==> config.mk <==
export PLATFORM = sky130hd
export DESIGN_NAME = best_fit_block_allocator
export DESIGN_NICKNAME = d
export VERILOG_FILES = /design/src/hw/rtl/bfa_pkg.sv /design/src/hw/rtl/bfa_size_mem.sv /design/src/hw/rtl/bfa_ctrl.sv /design/src/hw/rtl/best_fit_block_allocator.sv
export SDC_FILE = /design/constraint.sdc
export NUM_CORES = 1
export LEC_CHECK = 0
export BUFFER_PORTS_ARGS = -buffer_cell sky130_fd_sc_hd__buf_4
export CAP_MARGIN = 20
export CELL_PAD_IN_SITES_DETAIL_PLACEMENT = 2
export CELL_PAD_IN_SITES_GLOBAL_PLACEMENT = 2
export CORE_MARGIN = 8
export CORE_UTILIZATION = 40
export CTS_CLUSTER_SIZE = 30
export DETAILED_ROUTE_END_ITERATION = 12
export PLACE_DENSITY = 0.79
export SLEW_MARGIN = 20
export SYNTH_ARGS = -nofsm -noshare
export SYNTH_HDL_FRONTEND = slang
export SYNTH_HIERARCHICAL = 1
export SYNTH_SLANG_ARGS = --single-unit
==> constraint.sdc <==
create_clock -name clk_i -period 6.2 [get_ports clk_i]
set_input_delay 0.93 -clock clk_i [delete_from_list [all_inputs] [get_ports clk_i]]
set_output_delay 0.93 -clock clk_i [all_outputs]
set_load 0.1 [all_outputs]
==> src/hw/rtl/bfa_pkg.sv <==
// Shared types and codes for the best-fit block allocator.
// No dependencies; every other file of the block refers to this package.
package bfa_pkg;

  // Operation codes carried by an input item.
  localparam logic [1:0] OP_ADD   = 2'd0;
  localparam logic [1:0] OP_REQ   = 2'd1;
  localparam logic [1:0] OP_CLEAR = 2'd2;

  // Result status codes.
  localparam logic [1:0] ST_OK      = 2'd0;
  localparam logic [1:0] ST_NOFIT   = 2'd1;
  localparam logic [1:0] ST_FULL    = 2'd2;
  localparam logic [1:0] ST_CLEARED = 2'd3;

  localparam int unsigned SizeW = 32;
  localparam int unsigned SlotW = 3;

  // Input item.
  typedef struct packed {
    logic [1:0]       opcode;
    logic [SizeW-1:0] size_value;
  } in_t;

  // Result item.
  typedef struct packed {
    logic [1:0]       status;
    logic [SizeW-1:0] granted_size;
    logic [SlotW-1:0] granted_slot;
  } out_t;

endpackage

==> src/hw/rtl/bfa_size_mem.sv <==
// Block size store: one write port and one read port with registered read data.
// Depends on bfa_pkg for the size width.
module bfa_size_mem #(
  parameter int unsigned NUM_SLOTS = 8
) (
  input  logic                          clk_i,
  input  logic                          wr_en_i,
  input  logic [$clog2(NUM_SLOTS)-1:0]  wr_addr_i,
  input  logic [bfa_pkg::SizeW-1:0]     wr_data_i,
  input  logic                          rd_en_i,
  input  logic [$clog2(NUM_SLOTS)-1:0]  rd_addr_i,
  output logic [bfa_pkg::SizeW-1:0]     rd_data_o
);

  logic [bfa_pkg::SizeW-1:0] mem_q [NUM_SLOTS];
  logic [bfa_pkg::SizeW-1:0] rd_data_q;

  // Write port.
  always_ff @(posedge clk_i) begin
    if (wr_en_i) begin
      mem_q[wr_addr_i] <= wr_data_i;
    end
  end

  // Read port with registered read data.
  always_ff @(posedge clk_i) begin
    if (rd_en_i) begin
      rd_data_q <= mem_q[rd_addr_i];
    end
  end

  assign rd_data_o = rd_data_q;

endmodule

==> src/hw/rtl/bfa_ctrl.sv <==
// Sequencer of the allocator: slot valid bits, slot scans and result forming.
// Depends on bfa_pkg and drives the ports of bfa_size_mem.
module bfa_ctrl #(
  parameter int unsigned NUM_SLOTS = 8
) (
  input  logic                          clk_i,
  input  logic                          rst_ni,
  input  logic                          in_valid_i,
  output logic                          in_ready_o,
  input  bfa_pkg::in_t                  in_data_i,
  output logic                          res_valid_o,
  input  logic                          res_ready_i,
  output bfa_pkg::out_t                 res_data_o,
  output logic                          mem_wr_en_o,
  output logic [$clog2(NUM_SLOTS)-1:0]  mem_wr_addr_o,
  output logic [bfa_pkg::SizeW-1:0]     mem_wr_data_o,
  output logic                          mem_rd_en_o,
  output logic [$clog2(NUM_SLOTS)-1:0]  mem_rd_addr_o,
  input  logic [bfa_pkg::SizeW-1:0]     mem_rd_data_i
);

  localparam int unsigned IdxW = $clog2(NUM_SLOTS);
  localparam logic [IdxW-1:0] LastIdx = IdxW'(NUM_SLOTS - 1);

  localparam logic [1:0] S_IDLE = 2'd0;
  localparam logic [1:0] S_ADD  = 2'd1;
  localparam logic [1:0] S_REQ  = 2'd2;
  localparam logic [1:0] S_RESP = 2'd3;

  logic [1:0]                state_q, state_d;
  logic [1:0]                op_q, op_d;
  logic [bfa_pkg::SizeW-1:0] val_q, val_d;
  logic [IdxW-1:0]           idx_q, idx_d;
  logic                      issue_q, issue_d;
  logic                      pend_q, pend_d;
  logic [IdxW-1:0]           pend_idx_q, pend_idx_d;
  logic                      pend_vld_q, pend_vld_d;
  logic                      found_q, found_d;
  logic [IdxW-1:0]           best_idx_q, best_idx_d;
  logic [bfa_pkg::SizeW-1:0] best_size_q, best_size_d;
  bfa_pkg::out_t             res_q, res_d;
  logic [NUM_SLOTS-1:0]      valid_q, valid_d;

  logic                      hit;
  logic                      fin_found;
  logic [IdxW-1:0]           fin_idx;
  logic [bfa_pkg::SizeW-1:0] fin_size;

  // A slot read last cycle fits and beats the best so far; ties keep the lower slot.
  assign hit = pend_q && pend_vld_q && (mem_rd_data_i >= val_q) &&
               (!found_q || (mem_rd_data_i < best_size_q));
  assign fin_found = found_q || hit;
  assign fin_idx   = hit ? pend_idx_q : best_idx_q;
  assign fin_size  = hit ? mem_rd_data_i : best_size_q;

  assign in_ready_o    = (state_q == S_IDLE);
  assign res_valid_o   = (state_q == S_RESP);
  assign res_data_o    = res_q;
  assign mem_rd_en_o   = (state_q == S_REQ) && issue_q;
  assign mem_rd_addr_o = idx_q;
  assign mem_wr_en_o   = (state_q == S_ADD) && !valid_q[idx_q];
  assign mem_wr_addr_o = idx_q;
  assign mem_wr_data_o = val_q;

  // Next-state logic of the sequencer.
  always_comb begin
    state_d     = state_q;
    op_d        = op_q;
    val_d       = val_q;
    idx_d       = idx_q;
    issue_d     = issue_q;
    pend_d      = 1'b0;
    pend_idx_d  = pend_idx_q;
    pend_vld_d  = pend_vld_q;
    found_d     = found_q;
    best_idx_d  = best_idx_q;
    best_size_d = best_size_q;
    res_d       = res_q;
    valid_d     = valid_q;

    case (state_q)
      S_IDLE: begin
        if (in_valid_i) begin
          op_d        = in_data_i.opcode;
          val_d       = in_data_i.size_value;
          idx_d       = '0;
          issue_d     = 1'b1;
          found_d     = 1'b0;
          best_idx_d  = '0;
          best_size_d = '0;
          res_d       = '{status: bfa_pkg::ST_NOFIT, granted_size: '0, granted_slot: '0};
          case (in_data_i.opcode)
            bfa_pkg::OP_ADD: state_d = S_ADD;
            bfa_pkg::OP_REQ: state_d = S_REQ;
            bfa_pkg::OP_CLEAR: begin
              valid_d      = '0;
              res_d.status = bfa_pkg::ST_CLEARED;
              state_d      = S_RESP;
            end
            default: state_d = S_RESP;
          endcase
        end
      end

      // Walk the valid bits to the lowest free slot; the size is written there.
      S_ADD: begin
        if (!valid_q[idx_q]) begin
          valid_d[idx_q] = 1'b1;
          best_idx_d     = idx_q;
          res_d          = '{status: bfa_pkg::ST_OK, granted_size: '0,
                             granted_slot: bfa_pkg::SlotW'(idx_q)};
          state_d        = S_RESP;
        end else if (idx_q == LastIdx) begin
          res_d   = '{status: bfa_pkg::ST_FULL, granted_size: '0, granted_slot: '0};
          state_d = S_RESP;
        end else begin
          idx_d = idx_q + 1'b1;
        end
      end

      // Issue one read per cycle and compare the data returned in the cycle after its read.
      S_REQ: begin
        if (issue_q) begin
          pend_d     = 1'b1;
          pend_idx_d = idx_q;
          pend_vld_d = valid_q[idx_q];
          if (idx_q == LastIdx) begin
            issue_d = 1'b0;
          end else begin
            idx_d = idx_q + 1'b1;
          end
        end
        if (hit) begin
          found_d     = 1'b1;
          best_idx_d  = pend_idx_q;
          best_size_d = mem_rd_data_i;
        end
        if (pend_q && (pend_idx_q == LastIdx)) begin
          pend_d = 1'b0;
          if (fin_found) begin
            valid_d[fin_idx] = 1'b0;
            res_d = '{status: bfa_pkg::ST_OK, granted_size: fin_size,
                      granted_slot: bfa_pkg::SlotW'(fin_idx)};
          end else begin
            res_d = '{status: bfa_pkg::ST_NOFIT, granted_size: '0, granted_slot: '0};
          end
          state_d = S_RESP;
        end
      end

      S_RESP: begin
        if (res_ready_i) begin
          state_d = S_IDLE;
        end
      end

      default: state_d = S_IDLE;
    endcase
  end

  // Control state and valid bits.
  always_ff @(posedge clk_i or negedge rst_ni) begin
    if (!rst_ni) begin
      state_q <= S_IDLE;
      issue_q <= 1'b0;
      pend_q  <= 1'b0;
      found_q <= 1'b0;
      valid_q <= '0;
    end else begin
      state_q <= state_d;
      issue_q <= issue_d;
      pend_q  <= pend_d;
      found_q <= found_d;
      valid_q <= valid_d;
    end
  end

  // Working registers of the current item.
  always_ff @(posedge clk_i) begin
    op_q        <= op_d;
    val_q       <= val_d;
    idx_q       <= idx_d;
    pend_idx_q  <= pend_idx_d;
    pend_vld_q  <= pend_vld_d;
    best_idx_q  <= best_idx_d;
    best_size_q <= best_size_d;
    res_q       <= res_d;
  end

  // A granted block is no longer listed as free while its result waits.
  assert property (@(posedge clk_i) disable iff (!rst_ni)
    (res_valid_o && (op_q == bfa_pkg::OP_REQ) && (res_q.status == bfa_pkg::ST_OK))
      |-> !valid_q[best_idx_q])
    else $error("granted slot still marked free");

  // An added block is listed as free while its result waits.
  assert property (@(posedge clk_i) disable iff (!rst_ni)
    (res_valid_o && (op_q == bfa_pkg::OP_ADD) && (res_q.status == bfa_pkg::ST_OK))
      |-> valid_q[best_idx_q])
    else $error("added slot not marked valid");

  // A granted block always covers the requested size.
  assert property (@(posedge clk_i) disable iff (!rst_ni)
    (res_valid_o && (op_q == bfa_pkg::OP_REQ) && (res_q.status == bfa_pkg::ST_OK))
      |-> (res_q.granted_size >= val_q))
    else $error("granted block smaller than request");

  // No read is outstanding when a new item can be taken.
  assert property (@(posedge clk_i) disable iff (!rst_ni)
    in_ready_o |-> (!pend_q && !mem_rd_en_o))
    else $error("scan read outstanding while idle");

  // A result that is not taken stays offered.
  assert property (@(posedge clk_i) disable iff (!rst_ni)
    (res_valid_o && !res_ready_i) |=> (res_valid_o && $stable(res_q)))
    else $error("result dropped before transfer");

endmodule

==> src/hw/rtl/best_fit_block_allocator.sv <==
// Top level of the best-fit block allocator: sequencer, size store, output register.
// Depends on bfa_pkg, bfa_size_mem and bfa_ctrl.
//
//   Channel   Direction  Handshake                  Payload
//   in        input      in_valid_i / in_ready_o    in_data_i  (bfa_pkg::in_t)
//   out       output     out_valid_o / out_ready_i  out_data_o (bfa_pkg::out_t)
//
// One item is worked on at a time. An add walks the valid bits one slot per cycle
// up to the lowest free slot. A request reads every slot of the size store through
// its single read port. Clear and the unused opcode go straight to the result. A
// result waits in the output register, so the next item is taken while it is
// stalled. Reset invalidates every slot at once.
module best_fit_block_allocator #(
  parameter int unsigned NUM_SLOTS = 8
) (
  input  logic          clk_i,
  input  logic          rst_ni,
  input  logic          in_valid_i,
  output logic          in_ready_o,
  input  bfa_pkg::in_t  in_data_i,
  output logic          out_valid_o,
  input  logic          out_ready_i,
  output bfa_pkg::out_t out_data_o
);

  localparam int unsigned IdxW = $clog2(NUM_SLOTS);

  logic                      res_valid;
  logic                      res_ready;
  bfa_pkg::out_t             res_data;
  logic                      mem_wr_en;
  logic [IdxW-1:0]           mem_wr_addr;
  logic [bfa_pkg::SizeW-1:0] mem_wr_data;
  logic                      mem_rd_en;
  logic [IdxW-1:0]           mem_rd_addr;
  logic [bfa_pkg::SizeW-1:0] mem_rd_data;

  logic                      out_valid_q, out_valid_d;
  bfa_pkg::out_t             out_data_q, out_data_d;

  bfa_ctrl #(
    .NUM_SLOTS(NUM_SLOTS)
  ) u_ctrl (
    .clk_i         (clk_i),
    .rst_ni        (rst_ni),
    .in_valid_i    (in_valid_i),
    .in_ready_o    (in_ready_o),
    .in_data_i     (in_data_i),
    .res_valid_o   (res_valid),
    .res_ready_i   (res_ready),
    .res_data_o    (res_data),
    .mem_wr_en_o   (mem_wr_en),
    .mem_wr_addr_o (mem_wr_addr),
    .mem_wr_data_o (mem_wr_data),
    .mem_rd_en_o   (mem_rd_en),
    .mem_rd_addr_o (mem_rd_addr),
    .mem_rd_data_i (mem_rd_data)
  );

  bfa_size_mem #(
    .NUM_SLOTS(NUM_SLOTS)
  ) u_size_mem (
    .clk_i     (clk_i),
    .wr_en_i   (mem_wr_en),
    .wr_addr_i (mem_wr_addr),
    .wr_data_i (mem_wr_data),
    .rd_en_i   (mem_rd_en),
    .rd_addr_i (mem_rd_addr),
    .rd_data_o (mem_rd_data)
  );

  // Output register: takes a new result when empty or when draining this cycle.
  assign res_ready = !out_valid_q || out_ready_i;

  always_comb begin
    out_valid_d = out_valid_q;
    out_data_d  = out_data_q;
    if (res_ready) begin
      out_valid_d = res_valid;
      if (res_valid) begin
        out_data_d = res_data;
      end
    end
  end

  always_ff @(posedge clk_i or negedge rst_ni) begin
    if (!rst_ni) begin
      out_valid_q <= 1'b0;
    end else begin
      out_valid_q <= out_valid_d;
    end
  end

  always_ff @(posedge clk_i) begin
    out_data_q <= out_data_d;
  end

  assign out_valid_o = out_valid_q;
  assign out_data_o  = out_data_q;

endmodule

## After elaboration in Yosys (flattened, before gate mapping)

Memories as Yosys holds them, arrays and structs flattened. A register that Yosys moved wholly into a read port is not among the register bits.
Cells that the tools add are included.

- $add $sub $neg: 1
- $lt $le $gt $ge: 6
- Equality and inequality tests: 17
- Mux-type cells: 49
- Bitwise logic cells: 3
- Reductions and logical operators: 28

Operator list:

| operator | number |
|---|---|
| $mux W37 | 4 |
| $pmux W37 S3 | 1 |
| $mux W32 | 2 |
| $pmux W32 S2 | 1 |
| $mux W8 | 5 |
| $mux W36 | 1 |
| $ge A32 B32 Y1 | 1 |
| $lt A32 B32 Y1 | 1 |
| $pmux W8 S3 | 1 |
| $mux W3 | 6 |
| $pmux W3 S3 | 2 |
| $mux W1 | 13 |
| $mux W2 | 6 |
| $reduce_and A4 Y1 | 3 |
| $ne A2 B1 Y1 const B | 5 |
| $and A8 B8 Y8 | 1 |
| $logic_and A1 B1 Y1 | 8 |
| $lt A3 B4 Y1 const B | 2 |
| $ne A2 B2 Y1 const B | 4 |
| $not A8 Y8 | 1 |
| $or A8 B8 Y8 | 1 |
| $pmux W2 S4 | 1 |
| $reduce_and A2 Y1 | 4 |
| $demux W1 S3 | 2 |
| other kinds (16) | 28 |

- Register bits after elaboration: 162
- Bits in writable memories: 256
- Logic and storage cells: 123
- Memories kept: 1

Memory list:

| memory | words | bits a word | rd ports | clocked after Yosys merged registers in | write ports | line | text |
|---|---|---|---|---|---|---|---|
| u_size_mem.mem_q | 8 | 32 | 1 | 1 | 1 | bfa_size_mem.sv:15 | `logic [bfa_pkg::SizeW-1:0] mem_q [NUM_SLOTS];` |

## Logic depth before layout (Yosys ltp)

- Depth after elaboration: 13
- Mapped depth: 11
- Gate-level depth less buffers: 9

## Modules after synthesis

Netlist, hierarchy kept.

Modules (own cells, without submodules):

| module | instances | cells an instance | area an instance (µm²) | sequential area each (µm²) |
|---|---|---|---|---|
| bfa_size_mem | 1 | 415 | 10786.6 | 8648.3 |
| bfa_ctrl | 1 | 618 | 6970.4 | 3658.5 |
| best_fit_block_allocator | 1 | 41 | 1164.9 | 1136.1 |

## Least setup slack after synthesis

Ideal clock, no wire load.

- Path kind: register -> register
- Start point: register u_ctrl.idx_q[1] (netlist: u_ctrl/mem_rd_addr_o[1])
- End point: register u_ctrl.res_q (netlist bit u_ctrl/res_data_o[0]) (enable)
- Setup time: 477 ps
- Arrival: 4137 ps
- Data required time: 5723 ps
- Path slack: 1585 ps
- Cell stages (with the launch flop): 8
- Clock period less this slack: 4615 ps
- Cell sequence: edfxtp_1 > buf_6 > mux2_4 > a22oi_2 > nor2b_2 > o31ai_4 > o21ai_0 > nor3_1

- Cells in the longest elaborated chain, start to end: 4

Ends and longest elaborated chain:

| element | line | text |
|---|---|---|
| start: declaration | bfa_ctrl.sv:33 | `logic [IdxW-1:0] idx_q, idx_d;` |
| start signal: assignment | bfa_ctrl.sv:182 | `idx_q <= idx_d;` |
| $bmux W1 S3 | bfa_ctrl.sv:107 | `if (!valid_q[idx_q]) begin` |
| $mux W1 (not written as such) | bfa_ctrl.sv:107 |  |
| $ne A3 B3 Y1 (no line) (*) | n/a |  |
| $reduce_and A4 Y1 (no line) (*) | n/a |  |
| end signal: assignment | bfa_ctrl.sv:187 | `res_q <= res_d;` |
| end: declaration | bfa_ctrl.sv:41 | `bfa_pkg::out_t res_q, res_d;` |

Mark *: on every way between the ends. The rest lies on a longest branch, timed or not. The select of a mux whose other input is x is not followed.
A chain may end at the register's enable or synchronous reset.

## Final worst setup path

- Start point: register u_ctrl.idx_q[2] (netlist: u_ctrl/mem_rd_addr_o[2])
- End point: memory u_size_mem/mem_q[5][26] (netlist name) (enable)

- Cells in the longest elaborated chain, start to end: 6

Ends and longest elaborated chain:

| element | line | text |
|---|---|---|
| $bmux W1 S3 | bfa_ctrl.sv:61 | `assign mem_wr_en_o = (state_q == S_ADD) && !valid_q[idx_q];` |
| $mux W1 (not written as such) | bfa_ctrl.sv:61 |  |
| $logic_not A1 Y1 | n/a |  |
| $logic_and A1 B1 Y1 | bfa_ctrl.sv:61 |  |
| via mem_wr_en | best_fit_block_allocator.sv:31 | `logic mem_wr_en;` |
| $mux W1 | bfa_size_mem.sv:20 | `if (wr_en_i) begin` |
| $mux W1 (not written as such) | bfa_size_mem.sv:21 | `mem_q[wr_addr_i] <= wr_data_i;` |
| end: declaration | bfa_size_mem.sv:15 |  |

The timed path passes the listed nets, and every way through them passes these cells. The select of a mux whose other input is x is not followed.

==> results_dict.tcl <==
set metrics [dict create \
    grt.overflow.total 0 \
    setup-tns-final_ns 0 \
    max_freq_mhz 251 \
    seq_area_frac_synth_pct 71.0 \
    crit_end_element "register" \
    required_ns 6.45 \
    wl_met3_mm 2.22 \
    skew_ns 0.0160 \
    cts_resized 0 \
    min_period_ns 3.99 \
    core.rowCount 79 \
    floorplan.die_area_um2 54500 \
    irDropWorstVdd_mv 0.260 \
    number_of_flops_mapped_to_enable_cells_by_yosys 436 \
    run_status "finished clean" \
    post-cts-setup-buffer-count 0 \
    first_global_vias 11300 \
    routabilityCongestion 0.810 \
    drt_drc_violations_left 0 \
    ant_nets 0 \
    highest_count_cells_in_the_layout_ignoring_fill_and_taps "sky130_fd_sc_hd__edfxtp_1 (436), sky130_fd_sc_hd__buf_4 (99), sky130_fd_sc_hd__nor2_1 (83)" \
    yosys_warnings 6 \
    cts_hold_repair.buffers 0 \
    reg2reg_from "u_ctrl/mem_rd_addr_o[2]" \
    ctsRootBufferMaster "sky130_fd_sc_hd__clkbuf_16" \
    drt_iter0_markers 811 \
    tritoncts "yes" \
    antenna_found_initial 0 \
    syn_inst 1074 \
    area_growth_synth_to_finish_pct 15.7 \
    numPortBuffers 76 \
    cts_num_sinks 450 \
    timing.slew.headroom_pct 28.3 \
    worst_r2r_path_depth 10 \
    crit_path_start_kind "register" \
    highest_metal_layer_with_signal_wires "met4" \
    yosys-top-cells-area "sky130_fd_sc_hd__edfxtp_1 (69%), sky130_fd_sc_hd__mux4_1 (5.6%), sky130_fd_sc_hd__ha_1 (4.6%)" \
    synth_top_area_cell "sky130_fd_sc_hd__edfxtp_1" \
    io_pins 77 \
    holdCritPathClass "in -> async" \
    routed_wire_length_per_instance_um 27.8 \
    timing.final.max_slew_violations 0 \
    synthDominantCellAreaShare_pct 69.2 \
    drive_gt1_share_pct 21.8 \
    post_synth_instance_area_um2 18900 \
    tightest_slew_ns 1.07 \
    regToRegEndpoint "u_size_mem/mem_q[5][26]" \
    num_vias 10100 \
    power_per_cell_area_nw_per_um2 547 \
    die_height_um 233 \
    timing.final.hold_violations 0 \
    starting_utilization_of_the_core_area_pct 40.6 \
    num_antenna_cells 0 \
    dpl.hpwl_mm 32.3 \
    routed-wl-met2_mm 25.6 \
    routed_via_density 5.55 \
    timing.max_cap.violations 0 \
    postSynthAreaPerCell_um2 17.6 \
    setup_slack_of_the_worst_register_to_register_path_ns 2.21 \
    yosys_register_bits 450 \
    power_leakage_nw 8.02 \
    post-route-period-util_pct 64.3 \
    critical_path.max_fanout 51 \
    mappedNetlistNets 1181 \
    primary_ff_master_synth "sky130_fd_sc_hd__edfxtp_1" \
    final_setup_violations 0 \
    layout.core_utilization_pct 46.9 \
    nets 1287 \
    setup_repair_after_global_routing_missed_its_margin "no" \
    floorplan.die.width_um 233 \
    worst-setup-path-type "reg -> reg" \
    worstPathArrival_ns 4.23 \
    core_footprint_um2 46700 \
    h_tree_level_count 2 \
    cts.path.max_buffers 3 \
    async_flop_share_pct 3.11 \
    global_route_total_usage_across_every_layer_pct 18.9 \
    synth_cell_type_count 71 \
    grt_max_degree 53 \
    worstSkewPairLatency_ns 0.58 \
    grt_pass1_wl_mm 76.2 \
    clk_pin_slew_ns 0.06 \
    cts_buffers 48 \
    layout_commonest_cell "sky130_fd_sc_hd__edfxtp_1" \
    wirelength_mm 50.7 \
    route.layer.met1.wl_mm 21.7 \
    dr.pass1.iters 5 \
]
==> worst max-delay path: stages (launching register included) <==
cell and delay, ns:
sky130_fd_sc_hd__edfxtp_1 0.49, sky130_fd_sc_hd__buf_4 0.63, sky130_fd_sc_hd__nor2_1 0.15, sky130_fd_sc_hd__a22oi_1 0.24
sky130_fd_sc_hd__nor2_1 0.11, sky130_fd_sc_hd__nor3_1 0.23, sky130_fd_sc_hd__nand2_1 0.11, sky130_fd_sc_hd__inv_1 0.14
sky130_fd_sc_hd__nand2_1 0.19, sky130_fd_sc_hd__nor2_2 0.84, sky130_fd_sc_hd__buf_4 0.48
==> report_power, final <==
part	internal, mW	switching, mW
sequential	4.42	0.582
combinational	1.31	2.59
clock	1.84	1.23
total	7.57	4.40
==> logic make-up after synthesis <==
logic type | synth area share, %
AO/OA/AOI/OAI | 3.34
XOR/XNOR | 0.0463
adder cells (fa/ha/maj) | 4.56
buffers and inverters | 3.09
flip-flops | 71.0
multiplexers | 12.7
AND/OR/NAND/NOR | 5.24
==> synth_stat cells (9+ instances only) <==
cell,count
sky130_fd_sc_hd__edfxtp_1,436
sky130_fd_sc_hd__nor2_1,89
sky130_fd_sc_hd__inv_1,76
sky130_fd_sc_hd__ha_1,69
sky130_fd_sc_hd__mux2i_1,41
sky130_fd_sc_hd__mux4_1,40
sky130_fd_sc_hd__mux2_2,34
sky130_fd_sc_hd__nand2_1,33
sky130_fd_sc_hd__a21oi_1,29
sky130_fd_sc_hd__mux4_2,24
sky130_fd_sc_hd__o21ai_0,20
sky130_fd_sc_hd__buf_2,14
sky130_fd_sc_hd__dfrtp_1,14
sky130_fd_sc_hd__buf_6,11
sky130_fd_sc_hd__nand2b_1,11
sky130_fd_sc_hd__nand3_1,10
sky130_fd_sc_hd__nor3_1,10
sky130_fd_sc_hd__clkbuf_1,9
==> metrics by stage <==
stage / instances / area (um2) / hold slack [ns] / setup WS (ns) / power (mW)
finish: 1827 / 21900 / 0.206 / 2.21 / 12.0
global route: 1827 / 21900 / 0.195 / 1.90 / 12.5
CTS: 1826 / 21900 / 0.175 / 2.07 / 12.1
detailed placement: 1736 / 20200 / 0.405 / 2.18 / 8.91
global placement: 1736 / 20200 / 0.402 / 2.49 / 8.58
floorplan: 1074 / 18900 / 0.400 / 1.59 / 7.58
==> final cells by class <==
type | instances | area (um2)
clock inverters | 33 | 409
inverters | 77 | 289
well taps | 607 | 759
multi-input cells | 503 | 4960
repair buffers | 100 | 758
flip-flops and latches | 450 | 13400
clock buffers | 57 | 1270
fillers | 4292 | 24800
==> worst max-delay path by stage <==
| stage | from | cells after the start | end |
|---|---|---|---|
| CTS | u_ctrl/mem_rd_addr_o[2] | 10 | u_size_mem/mem_q[7][30] |
| global route | u_ctrl/mem_rd_addr_o[2] | 10 | u_size_mem/mem_q[5][29] |
| finish | u_ctrl/mem_rd_addr_o[2] | 10 | u_size_mem/mem_q[5][26] |
| global placement | u_ctrl/mem_rd_addr_o[2] | 10 | u_size_mem/mem_q[6][24] |
| floorplan | u_ctrl/mem_rd_addr_o[1] | 7 | u_ctrl/res_data_o[0] |
| detailed placement | u_ctrl/mem_rd_addr_o[2] | 10 | u_size_mem/mem_q[5][25] |
==> layer usage <==
metal / vias to the layer above / track usage, %
met5: - / 0
met1: 5377 / 24.4
met2: 263 / 32.7
li1: 4416 / -
met3: 84 / 2.80
met4: 0 / 5.88
==> state kept, by name, indices dropped and copies added (netlist names), 2 cells and up <==
signal                count
u_ctrl/best_idx_q         3
u_ctrl/state_q            2
u_ctrl/best_size_q       32
u_ctrl/res_data_o        37
u_ctrl/mem_rd_addr_o      3
u_size_mem/mem_q        256
u_size_mem/rd_data_o     32
u_ctrl/pend_idx_q         3
u_ctrl/mem_wr_data_o     32
out_data_o               37
u_ctrl/valid_q            8
No activity file was read; power rests on OpenSTA's default activity.
